File: config.mk
export PLATFORM = sky130hd
export DESIGN_NAME = stripe_request_splitter_core
export DESIGN_NICKNAME = d
export VERILOG_FILES = /design/src/rtl/srs_pkg.sv /design/src/rtl/srs_alu.sv /design/src/rtl/stripe_request_splitter_core.sv
export SDC_FILE = /design/constraint.sdc
export NUM_CORES = 2
export LEC_CHECK = 0
export BUFFER_PORTS_ARGS = -buffer_cell sky130_fd_sc_hd__clkbuf_2
export CAP_MARGIN = 20
export CORE_UTILIZATION = 25
export DETAILED_ROUTE_END_ITERATION = 8
export PLACE_DENSITY = 0.37
export SETUP_SLACK_MARGIN = 0.4
export SYNTH_ARGS = -nofsm -noshare
export SYNTH_HDL_FRONTEND = slang
export SYNTH_SLANG_ARGS = --single-unit
export TNS_END_PERCENT = 100
File: constraint.sdc
create_clock -name i_clk -period 19.3 [get_ports i_clk]
set_input_delay 5.79 -clock i_clk [delete_from_list [all_inputs] [get_ports i_clk]]
set_output_delay 5.79 -clock i_clk [all_outputs]
set_load 0.01 [all_outputs]
File: src/rtl/srs_pkg.sv
// Shared types and constants for the stripe request splitter.
// Used by srs_alu and stripe_request_splitter_core; depends on nothing else.
package srs_pkg;

    localparam int OFF_W    = 48;             // logical offset, device offset, host address
    localparam int CNT_W    = 18;             // request byte count
    localparam int UNIT_W   = 21;             // stripe unit and piece length
    localparam int NDEV_W   = 4;              // device count register
    localparam int IDX_W    = 3;              // device index field
    localparam int DSOR_W   = UNIT_W + NDEV_W; // stripe unit times device count
    localparam int STEP_W   = $clog2(OFF_W);  // sequencer step counter
    localparam int CFG_IDX_W = 1;

    localparam int MAX_DEVICES_DEF = 8;
    localparam int MAX_PIECES_DEF  = 64;

    localparam logic [UNIT_W-1:0] UNIT_MIN  = UNIT_W'(4096);
    localparam logic [UNIT_W-1:0] UNIT_MAX  = UNIT_W'(1048576);
    localparam logic [CNT_W-1:0]  COUNT_MAX = CNT_W'(258048);

    // Configuration register indexes.
    localparam logic [CFG_IDX_W-1:0] CFG_STRIPE_UNIT  = 1'b0;
    localparam logic [CFG_IDX_W-1:0] CFG_DEVICE_COUNT = 1'b1;

    typedef enum logic {
        ALU_ADD,
        ALU_SUB
    } t_alu_op;

    typedef struct packed {
        t_alu_op           op;
        logic [OFF_W-1:0]  a;
        logic [OFF_W-1:0]  b;
    } t_alu_req;

    typedef struct packed {
        logic              carry;   // on a subtract: a >= b
        logic [OFF_W-1:0]  sum;
    } t_alu_res;

endpackage

File: src/rtl/srs_alu.sv
// Shared 48-bit add/subtract unit of the stripe request splitter.
// Depends on srs_pkg for the request and result types.
module srs_alu (
    input  srs_pkg::t_alu_req i_req,
    output srs_pkg::t_alu_res o_res
);

    logic [srs_pkg::OFF_W-1:0] w_b;
    logic                      w_cin;
    logic [srs_pkg::OFF_W:0]   w_full;

    // Subtraction is an add of the inverted operand with a carry in, so the
    // carry out tells whether a is at least b.
    always_comb begin
        w_b    = (i_req.op == srs_pkg::ALU_SUB) ? ~i_req.b : i_req.b;
        w_cin  = (i_req.op == srs_pkg::ALU_SUB);
        w_full = {1'b0, i_req.a} + {1'b0, w_b} + {{srs_pkg::OFF_W{1'b0}}, w_cin};
    end

    assign o_res.carry = w_full[srs_pkg::OFF_W];
    assign o_res.sum   = w_full[srs_pkg::OFF_W-1:0];

endmodule

File: src/rtl/stripe_request_splitter_core.sv
// Top level of the stripe request splitter: RAID-0 address mapping of a request.
// Depends on srs_pkg and instantiates the shared add/subtract unit srs_alu.
//
//   Channel   Direction  Handshake              Word
//   -------   ---------  ---------------------  -------------------------------------
//   request   in         i_valid / o_stall      action, offset, byte count, host addr
//   piece     out        o_valid / i_stall      device, device offset, length, host
//   config    in         i_cfg_wr_en            register index and write data
//
// A request runs the offset divide, the device digit step, the row multiply
// and the step that forms the device offset, then gives one piece per cycle
// while the output is free. If the logical offset wraps past 2^48 inside a
// request, the divide, digit and multiply steps run once more from there.
// A zero-byte request is taken while the sequencer is idle and gives no piece.
// The reset is synchronous and active low; it restores the default config.
// A stall on the piece side holds the sequencer in its emit state; the
// request side is stalled whenever the sequencer is not idle.
module stripe_request_splitter_core #(
    parameter int MAX_DEVICES = srs_pkg::MAX_DEVICES_DEF,
    parameter int MAX_PIECES  = srs_pkg::MAX_PIECES_DEF
) (
    input  logic                           i_clk,
    input  logic                           i_rst_n,

    input  logic                           i_valid,
    output logic                           o_stall,
    input  logic                           i_action,
    input  logic [srs_pkg::OFF_W-1:0]      i_logical_offset,
    input  logic [srs_pkg::CNT_W-1:0]      i_byte_count,
    input  logic [srs_pkg::OFF_W-1:0]      i_host_address,

    output logic                           o_valid,
    input  logic                           i_stall,
    output logic                           o_piece_action,
    output logic [srs_pkg::IDX_W-1:0]      o_device_index,
    output logic [srs_pkg::OFF_W-1:0]      o_device_offset,
    output logic [srs_pkg::UNIT_W-1:0]     o_piece_bytes,
    output logic [srs_pkg::OFF_W-1:0]      o_piece_host_address,
    output logic                           o_last_piece,

    input  logic                           i_cfg_wr_en,
    input  logic [srs_pkg::CFG_IDX_W-1:0]  i_cfg_index,
    input  logic [srs_pkg::UNIT_W-1:0]     i_cfg_wr_data
);

    localparam int OFF_W  = srs_pkg::OFF_W;
    localparam int CNT_W  = srs_pkg::CNT_W;
    localparam int UNIT_W = srs_pkg::UNIT_W;
    localparam int NDEV_W = srs_pkg::NDEV_W;
    localparam int IDX_W  = srs_pkg::IDX_W;
    localparam int DSOR_W = srs_pkg::DSOR_W;
    localparam int STEP_W = srs_pkg::STEP_W;
    localparam int UIDX_W = $clog2(UNIT_W);

    // The device count register holds at most 15, so that caps the device range too.
    localparam int NDEV_MAX_REG = (1 << NDEV_W) - 1;
    localparam int NDEV_CAP = (MAX_DEVICES < NDEV_MAX_REG) ? MAX_DEVICES : NDEV_MAX_REG;
    localparam int DEV_W    = (NDEV_CAP > 1) ? $clog2(NDEV_CAP) : 1;
    localparam int K_W      = $clog2(MAX_PIECES);

    localparam logic [NDEV_W-1:0] NDEV_ONE   = NDEV_W'(1);
    localparam logic [NDEV_W-1:0] NDEV_LIMIT = NDEV_W'(NDEV_CAP);
    localparam logic [K_W-1:0]    K_LAST     = K_W'(MAX_PIECES - 1);
    localparam logic [STEP_W-1:0] DIV_START  = STEP_W'(OFF_W - 1);
    localparam logic [STEP_W-1:0] DEV_START  = STEP_W'(DEV_W - 1);
    localparam logic [STEP_W-1:0] MUL_START  = STEP_W'(UNIT_W - 1);

    typedef enum logic [5:0] {
        S_IDLE = 6'b000001,
        S_DIV  = 6'b000010,
        S_DEV  = 6'b000100,
        S_MUL  = 6'b001000,
        S_DOFF = 6'b010000,
        S_EMIT = 6'b100000
    } t_state;

    t_state                 r_state;
    t_state                 n_state;
    logic [STEP_W-1:0]      r_cnt;

    // Effective configuration, already saturated into its legal range.
    logic [UNIT_W-1:0]      r_unit;
    logic [NDEV_W-1:0]      r_ndev;

    // Request context.
    logic                   r_act;
    logic [OFF_W-1:0]       r_off;
    logic [CNT_W-1:0]       r_left;
    logic [OFF_W-1:0]       r_host;
    logic [K_W-1:0]         r_k;
    logic [DSOR_W-1:0]      r_dsor;

    // Sequencer working registers.
    logic [OFF_W-1:0]       r_quo;
    logic [DSOR_W-1:0]      r_rem;
    logic [DEV_W-1:0]       r_d;
    logic [OFF_W-1:0]       r_base;
    logic [OFF_W-1:0]       r_doff;
    logic [UNIT_W-1:0]      r_within;

    // Output word register.
    logic                   r_ovalid;
    logic                   r_o_act;
    logic [IDX_W-1:0]       r_o_idx;
    logic [OFF_W-1:0]       r_o_doff;
    logic [UNIT_W-1:0]      r_o_len;
    logic [OFF_W-1:0]       r_o_host;
    logic                   r_o_last;

    srs_pkg::t_alu_req      w_alu_req;
    srs_pkg::t_alu_res      w_alu_res;

    logic                   w_in_acc;
    logic                   w_emit;
    logic                   w_last;
    logic                   w_dev_wrap;
    logic [CNT_W-1:0]       w_left_in;
    logic [UNIT_W-1:0]      w_room;
    logic [UNIT_W-1:0]      w_len;
    logic [DSOR_W-1:0]      w_shift;
    logic [DSOR_W-1:0]      w_rem_op;
    logic [DSOR_W-1:0]      w_rem_next;
    logic [OFF_W-1:0]       w_base_next;
    logic [UNIT_W-1:0]      w_cfg_unit;
    logic [NDEV_W-1:0]      w_cfg_ndev;

    srs_alu u_alu (
        .i_req (w_alu_req),
        .o_res (w_alu_res)
    );

    assign o_stall  = (r_state != S_IDLE);
    assign w_in_acc = i_valid && (r_state == S_IDLE);
    assign w_emit   = (r_state == S_EMIT) && (!r_ovalid || !i_stall);

    // Saturate the incoming values of the configuration registers.
    always_comb begin
        if (i_cfg_wr_data < srs_pkg::UNIT_MIN) begin
            w_cfg_unit = srs_pkg::UNIT_MIN;
        end else if (i_cfg_wr_data > srs_pkg::UNIT_MAX) begin
            w_cfg_unit = srs_pkg::UNIT_MAX;
        end else begin
            w_cfg_unit = i_cfg_wr_data;
        end
        if (i_cfg_wr_data[NDEV_W-1:0] == '0) begin
            w_cfg_ndev = NDEV_ONE;
        end else if (i_cfg_wr_data[NDEV_W-1:0] > NDEV_LIMIT) begin
            w_cfg_ndev = NDEV_LIMIT;
        end else begin
            w_cfg_ndev = i_cfg_wr_data[NDEV_W-1:0];
        end
    end

    assign w_left_in = (i_byte_count > srs_pkg::COUNT_MAX) ? srs_pkg::COUNT_MAX : i_byte_count;

    // A piece runs to the end of the current stripe unit or to the end of the
    // request, whichever comes first.
    assign w_room = r_unit - r_within;
    assign w_len  = (UNIT_W'(r_left) < w_room) ? UNIT_W'(r_left) : w_room;
    assign w_last = (UNIT_W'(r_left) == w_len) || (r_k == K_LAST);

    // Stepping past the last device starts the next stripe row.
    assign w_dev_wrap  = ((NDEV_W'(r_d) + NDEV_ONE) == r_ndev);
    assign w_base_next = r_base + OFF_W'(r_unit);

    // Restoring division: the divide step brings in the next dividend bit,
    // the device digit step works on the remainder in place.
    assign w_shift    = {r_rem[DSOR_W-2:0], r_quo[OFF_W-1]};
    assign w_rem_op   = (r_state == S_DIV) ? w_shift : r_rem;
    assign w_rem_next = w_alu_res.carry ? w_alu_res.sum[DSOR_W-1:0] : w_rem_op;

    // Operand selection for the shared add/subtract unit.
    always_comb begin
        w_alu_req.op = srs_pkg::ALU_ADD;
        w_alu_req.a  = '0;
        w_alu_req.b  = '0;
        unique case (r_state)
            S_IDLE: begin
            end
            S_DIV: begin
                // Offset divided by one whole stripe row (unit times devices).
                w_alu_req.op = srs_pkg::ALU_SUB;
                w_alu_req.a  = OFF_W'(w_shift);
                w_alu_req.b  = OFF_W'(r_dsor);
            end
            S_DEV: begin
                // The row remainder divided by the unit gives device and offset in unit.
                w_alu_req.op = srs_pkg::ALU_SUB;
                w_alu_req.a  = OFF_W'(r_rem);
                w_alu_req.b  = OFF_W'(r_unit) << r_cnt;
            end
            S_MUL: begin
                // Shift-and-add row times unit, from the top bit of the unit down.
                w_alu_req.a = r_base << 1;
                w_alu_req.b = r_unit[r_cnt[UIDX_W-1:0]] ? r_quo : '0;
            end
            S_DOFF: begin
                w_alu_req.a = r_base;
                w_alu_req.b = OFF_W'(r_within);
            end
            S_EMIT: begin
                // Advance the logical offset; the carry flags a wrap past 2^48.
                w_alu_req.a = r_off;
                w_alu_req.b = OFF_W'(w_len);
            end
            default: begin
            end
        endcase
    end

    always_comb begin
        n_state = r_state;
        unique case (r_state)
            S_IDLE: begin
                if (i_valid && (i_byte_count != '0)) begin
                    n_state = S_DIV;
                end
            end
            S_DIV: begin
                if (r_cnt == '0) begin
                    n_state = S_DEV;
                end
            end
            S_DEV: begin
                if (r_cnt == '0) begin
                    n_state = S_MUL;
                end
            end
            S_MUL: begin
                if (r_cnt == '0) begin
                    n_state = S_DOFF;
                end
            end
            S_DOFF: begin
                n_state = S_EMIT;
            end
            S_EMIT: begin
                if (w_emit) begin
                    if (w_last) begin
                        n_state = S_IDLE;
                    end else if (w_alu_res.carry) begin
                        n_state = S_DIV;
                    end
                end
            end
            default: begin
                n_state = S_IDLE;
            end
        endcase
    end

    // Control state and configuration.
    always_ff @(posedge i_clk) begin
        if (!i_rst_n) begin
            r_state  <= S_IDLE;
            r_ovalid <= 1'b0;
            r_unit   <= srs_pkg::UNIT_MIN;
            r_ndev   <= NDEV_ONE;
        end else begin
            r_state <= n_state;
            if (w_emit) begin
                r_ovalid <= 1'b1;
            end else if (!i_stall) begin
                r_ovalid <= 1'b0;
            end
            if (i_cfg_wr_en) begin
                unique case (i_cfg_index)
                    srs_pkg::CFG_STRIPE_UNIT:  r_unit <= w_cfg_unit;
                    srs_pkg::CFG_DEVICE_COUNT: r_ndev <= w_cfg_ndev;
                    default: begin
                    end
                endcase
            end
        end
    end

    // Datapath of the sequencer and the output word.
    always_ff @(posedge i_clk) begin
        unique case (r_state)
            S_IDLE: begin
                if (w_in_acc) begin
                    r_act  <= i_action;
                    r_off  <= i_logical_offset;
                    r_left <= w_left_in;
                    r_host <= i_host_address;
                    r_k    <= '0;
                    r_dsor <= DSOR_W'(r_unit) * DSOR_W'(r_ndev);
                    r_quo  <= i_logical_offset;
                    r_rem  <= '0;
                    r_cnt  <= DIV_START;
                end
            end
            S_DIV: begin
                r_quo <= {r_quo[OFF_W-2:0], w_alu_res.carry};
                r_rem <= w_rem_next;
                if (r_cnt == '0) begin
                    r_cnt <= DEV_START;
                    r_d   <= '0;
                end else begin
                    r_cnt <= r_cnt - STEP_W'(1);
                end
            end
            S_DEV: begin
                r_rem <= w_rem_next;
                r_d   <= (r_d << 1) | DEV_W'(w_alu_res.carry);
                if (r_cnt == '0) begin
                    r_cnt    <= MUL_START;
                    r_base   <= '0;
                    r_within <= w_rem_next[UNIT_W-1:0];
                end else begin
                    r_cnt <= r_cnt - STEP_W'(1);
                end
            end
            S_MUL: begin
                r_base <= w_alu_res.sum;
                r_cnt  <= r_cnt - STEP_W'(1);
            end
            S_DOFF: begin
                r_doff <= w_alu_res.sum;
            end
            S_EMIT: begin
                if (w_emit) begin
                    r_o_act  <= r_act;
                    r_o_idx  <= IDX_W'(r_d);
                    r_o_doff <= r_doff;
                    r_o_len  <= w_len;
                    r_o_host <= r_host;
                    r_o_last <= w_last;

                    r_off  <= w_alu_res.sum;
                    r_host <= r_host + OFF_W'(w_len);
                    r_left <= r_left - CNT_W'(w_len);
                    r_k    <= r_k + K_W'(1);

                    if (!w_last) begin
                        if (w_alu_res.carry) begin
                            // The offset wrapped, so map the new offset from scratch.
                            r_quo <= w_alu_res.sum;
                            r_rem <= '0;
                            r_cnt <= DIV_START;
                        end else begin
                            // The next piece starts a fresh unit on the next device.
                            r_within <= '0;
                            if (w_dev_wrap) begin
                                r_d    <= '0;
                                r_base <= w_base_next;
                                r_doff <= w_base_next;
                            end else begin
                                r_d    <= r_d + DEV_W'(1);
                                r_doff <= r_base;
                            end
                        end
                    end
                end
            end
            default: begin
            end
        endcase
    end

    assign o_valid              = r_ovalid;
    assign o_piece_action       = r_o_act;
    assign o_device_index       = r_o_idx;
    assign o_device_offset      = r_o_doff;
    assign o_piece_bytes        = r_o_len;
    assign o_piece_host_address = r_o_host;
    assign o_last_piece         = r_o_last;

    // The divide runs its full count before the device digit step begins.
    a_div_runs: assert property (@(posedge i_clk) disable iff (!i_rst_n)
        (r_state == S_DIV && r_cnt != '0) |=> (r_state == S_DIV))
        else $error("divide sequence left early");

    // A request with bytes to move always starts the divide.
    a_req_starts: assert property (@(posedge i_clk) disable iff (!i_rst_n)
        (w_in_acc && i_byte_count != '0) |=> (r_state == S_DIV))
        else $error("nonempty request did not start the divide");

    // Pieces are only cut while bytes remain.
    a_emit_left: assert property (@(posedge i_clk) disable iff (!i_rst_n)
        (r_state == S_EMIT) |-> (r_left != '0))
        else $error("emit state with no bytes left");

    // No piece of zero length is ever shown.
    a_piece_len: assert property (@(posedge i_clk) disable iff (!i_rst_n)
        o_valid |-> (o_piece_bytes != '0))
        else $error("zero-length piece on the output");

endmodule

==> results.sh <==
export IMPL_cts_buffers=68
export IMPL_tns_ns=0
export IMPL_syn_area_per_cell_um2=9.873
export IMPL_pre_cts_slack_ns=8.203
export IMPL_drtIter0Drc=2721
export IMPL_slew_headroom_pct=20.67
export IMPL_fin_util_pct=29.51
export IMPL_period_share_pct=58.45
export IMPL_final_cell_area_um2=39430
export IMPL_ys_ff_latch=499
export IMPL_fin_skew_ns=0.04540
export IMPL_grt_ovfl_total=0
export IMPL_p_seq_share_pct=39.6
export IMPL_drt_first_pass_iters=9
export IMPL_drv_slew=0
export IMPL_die_area_um2=136400
export IMPL_die_width_um=369.3
export IMPL_ys_seq_area_share_pct=43.47
export IMPL_cp_data_arrival_time_ns=11.56
export IMPL_core_um2=133600
export IMPL_status="complete, but fails checks"
export IMPL_cts_repair_resized=0
export IMPL_cts_tree="done"
export IMPL_floorplan_rows=134
export IMPL_ios=266
export IMPL_cts_setup_buffers=0
export IMPL_end_kind="flip-flop"
export IMPL_hold_viol=0
export IMPL_p_int_uw=2514
export IMPL_num_vias=28125
export IMPL_fmax_mhz=88.64
export IMPL_hold_path_depth=0
export IMPL_fill_cells=14016
export IMPL_fp_dieH_um=369.3
export IMPL_power_density_nw_per_um2=98.08
export IMPL_crit_slowest_cell="a21oi_4"
export IMPL_tightestPinTransition_ns=1.180
export IMPL_power_switching_uw=1353
export IMPL_synthTopCellsByCount="467 x edfxtp_1, 443 x nand2_1, 272 x o21ai_0, 178 x a21oi_1, 176 x ha_1"
export IMPL_peakVddDrop_mv=0.06612
export IMPL_fin_ws_ns=8.019
export IMPL_avgViaCountPerCell=5.161
export IMPL_yosysMostFrequentCell="edfxtp_1"
export IMPL_cts_clk_slew_worst_paths_ns=0.07
export IMPL_area_delta_synth_final_pct=16.88
export IMPL_ys_warnings_count=0
export IMPL_clockBufferDepth=3
export IMPL_maxCapViolCount=0
export IMPL_drive_gt1_share_pct=14.68
export IMPL_root_buffer="clkbuf_16"
export IMPL_violations="design-rule violations"
export IMPL_hp_class="reg -> reg"
export IMPL_worst_r2r_cell_count=38
export IMPL_antenna_found_initial=4
export IMPL_hold_buffers=0
export IMPL_syn_area_um2=33730
export IMPL_dpl_cell_area_um2=37200
export IMPL_grt_pass1_wl_um=198400
export IMPL_leakagePower_uw=0.01614
export IMPL_grt_pass1_vias=27440
export IMPL_pwr_share_clk_pct=33.7
export IMPL_min_period_ns=11.28
export IMPL_globalplace_congestion=0.9038
export IMPL_rsz0062_at_grt="false"
export IMPL_synth_top_area_share_pct=41.57
export IMPL_critPathKind="reg -> reg"
export IMPL_path_max_fanout=31
export IMPL_ys_flop_type="edfxtp_1"
export IMPL_synth_area_leaders="edfxtp_1 42%, ha_1 6.5%, nand2_1 4.9%"
export IMPL_worst_ep_required_time_ns=19.58
export IMPL_final_nets=3989
export IMPL_track_usage_pct=19.78
export IMPL_cts_htree_levels=3
export IMPL_drc=60
export IMPL_initial_utilization_pct=25.25
export IMPL_setup_viol=0
export IMPL_clk_latency_ns=0.67
export IMPL_synth_cells=3417
export IMPL_portBuffers=265
export IMPL_slowest_delay_ns=0.76
export IMPL_wire_per_inst_um=25.22
export IMPL_power_frac_comb_pct=26.7
export IMPL_routed_wl_um=137400
export IMPL_synth_edff_count=467
export IMPL_ys_types=94
export IMPL_synth_async_reset_ratio_pct=0
export IMPL_start_kind="flip-flop"
export IMPL_switching_share_pct=34.99
export IMPL_cts_sinks=499
export IMPL_synth_top_area_cell="edfxtp_1"
export IMPL_ant_nets=0
export IMPL_grt_max_degree=84
export IMPL_dp_hpwl_um=101800
export IMPL_holdWs_ns=0.4141
[flip-flops by register name, indices dropped and copies added, names as in the netlist, 25 cells and up]
name and cells:
o_device_offset 48, r_off 48, r_doff 48, o_piece_host_address 48, r_quo 48, r_host 48, r_base 48, r_rem 25
r_dsor 25
[per-layer routing]
metal,track usage [%],up-vias,share of wire [%]
li1,-,13125,-
met1,28.23,13951,47
met4,6.487,6,2.8
met5,0,-,0.025
met2,30.27,892,44
met3,3.059,151,5.8
[power by group through the flow]
| stage | combinational (uW) | sequential (uW) | clock, uW |
|---|---|---|---|
| floorplan | 662 | 1500 | 0 |
| global placement | 1050 | 1550 | 0 |
| detailed placement | 1040 | 1550 | 0 |
| finish | 1030 | 1530 | 1300 |
| CTS | 1040 | 1530 | 1350 |
| global route | 1130 | 1540 | 1380 |
[per-stage QoR]
step	instances	power [uW]
6_report	5449	3867
4_1_cts	5446	3916
3_5_place_dp	5325	2584
2_1_floorplan	3422	2158
5_1_grt	5448	4058
3_3_place_gp	5324	2598
[worst max-delay path, delay by kind of cell (launching register included)]
kind,cells,cell delay [ns]
compound gates,21,5.99
buf+inv,5,1.40
fa+ha+maj,4,1.22
simple gates,6,1.07
flops,1,0.61
xor+xnor,2,0.47
[layout by cell type (no fill, tap or decap), types with 86 or more instances in the layout]
| cell | count |
|---|---|
| a21o_1 | 110 |
| a21oi_1 | 173 |
| a22oi_1 | 86 |
| clkbuf_2 | 265 |
| edfxtp_1 | 467 |
| ha_1 | 176 |
| inv_1 | 175 |
| nand2_1 | 443 |
| nor2_1 | 168 |
| o21ai_0 | 272 |
| xnor2_1 | 134 |
[logic make-up (layout without fill, tap and decap cells)]
logic type	Yosys count	after routing	synth area share, %
XOR/XNOR	206	206	5.445
multiplexers	109	109	4.013
adder cells (fa/ha/maj)	219	219	9.079
flip-flops	499	499	43.47
other	1	8	0.01112
buffers and inverters	377	634	4.250
AND/OR/NAND/NOR	997	997	13.80
AO/OA/AOI/OAI	1009	1009	19.93
[area by class of cell]
cell class | instances | area [um2] | share of cell area [%]
multi-input combinational | 2546 | 17800 | 45.15
sequential | 499 | 14660 | 37.19
tap | 1768 | 2212 | 5.611
timing repair buffer | 335 | 1856 | 4.706
clock buffer | 83 | 1779 | 4.513
inverter | 178 | 668.1 | 1.695
clock inverter | 38 | 440.4 | 1.117
antenna | 2 | 5.005 | 0.01269
[path summary, 6_finish.rpt]
path / from / to / slack [ns]
max: r_unit[0] / r_base[24] / 8.02
min: r_doff[34] / o_device_offset[34] / 0.41
max reg2reg: r_unit[0] / r_base[24] / 8.02
min reg2reg: r_doff[34] / o_device_offset[34] / 0.41
Power figures use the tool's default switching activity.
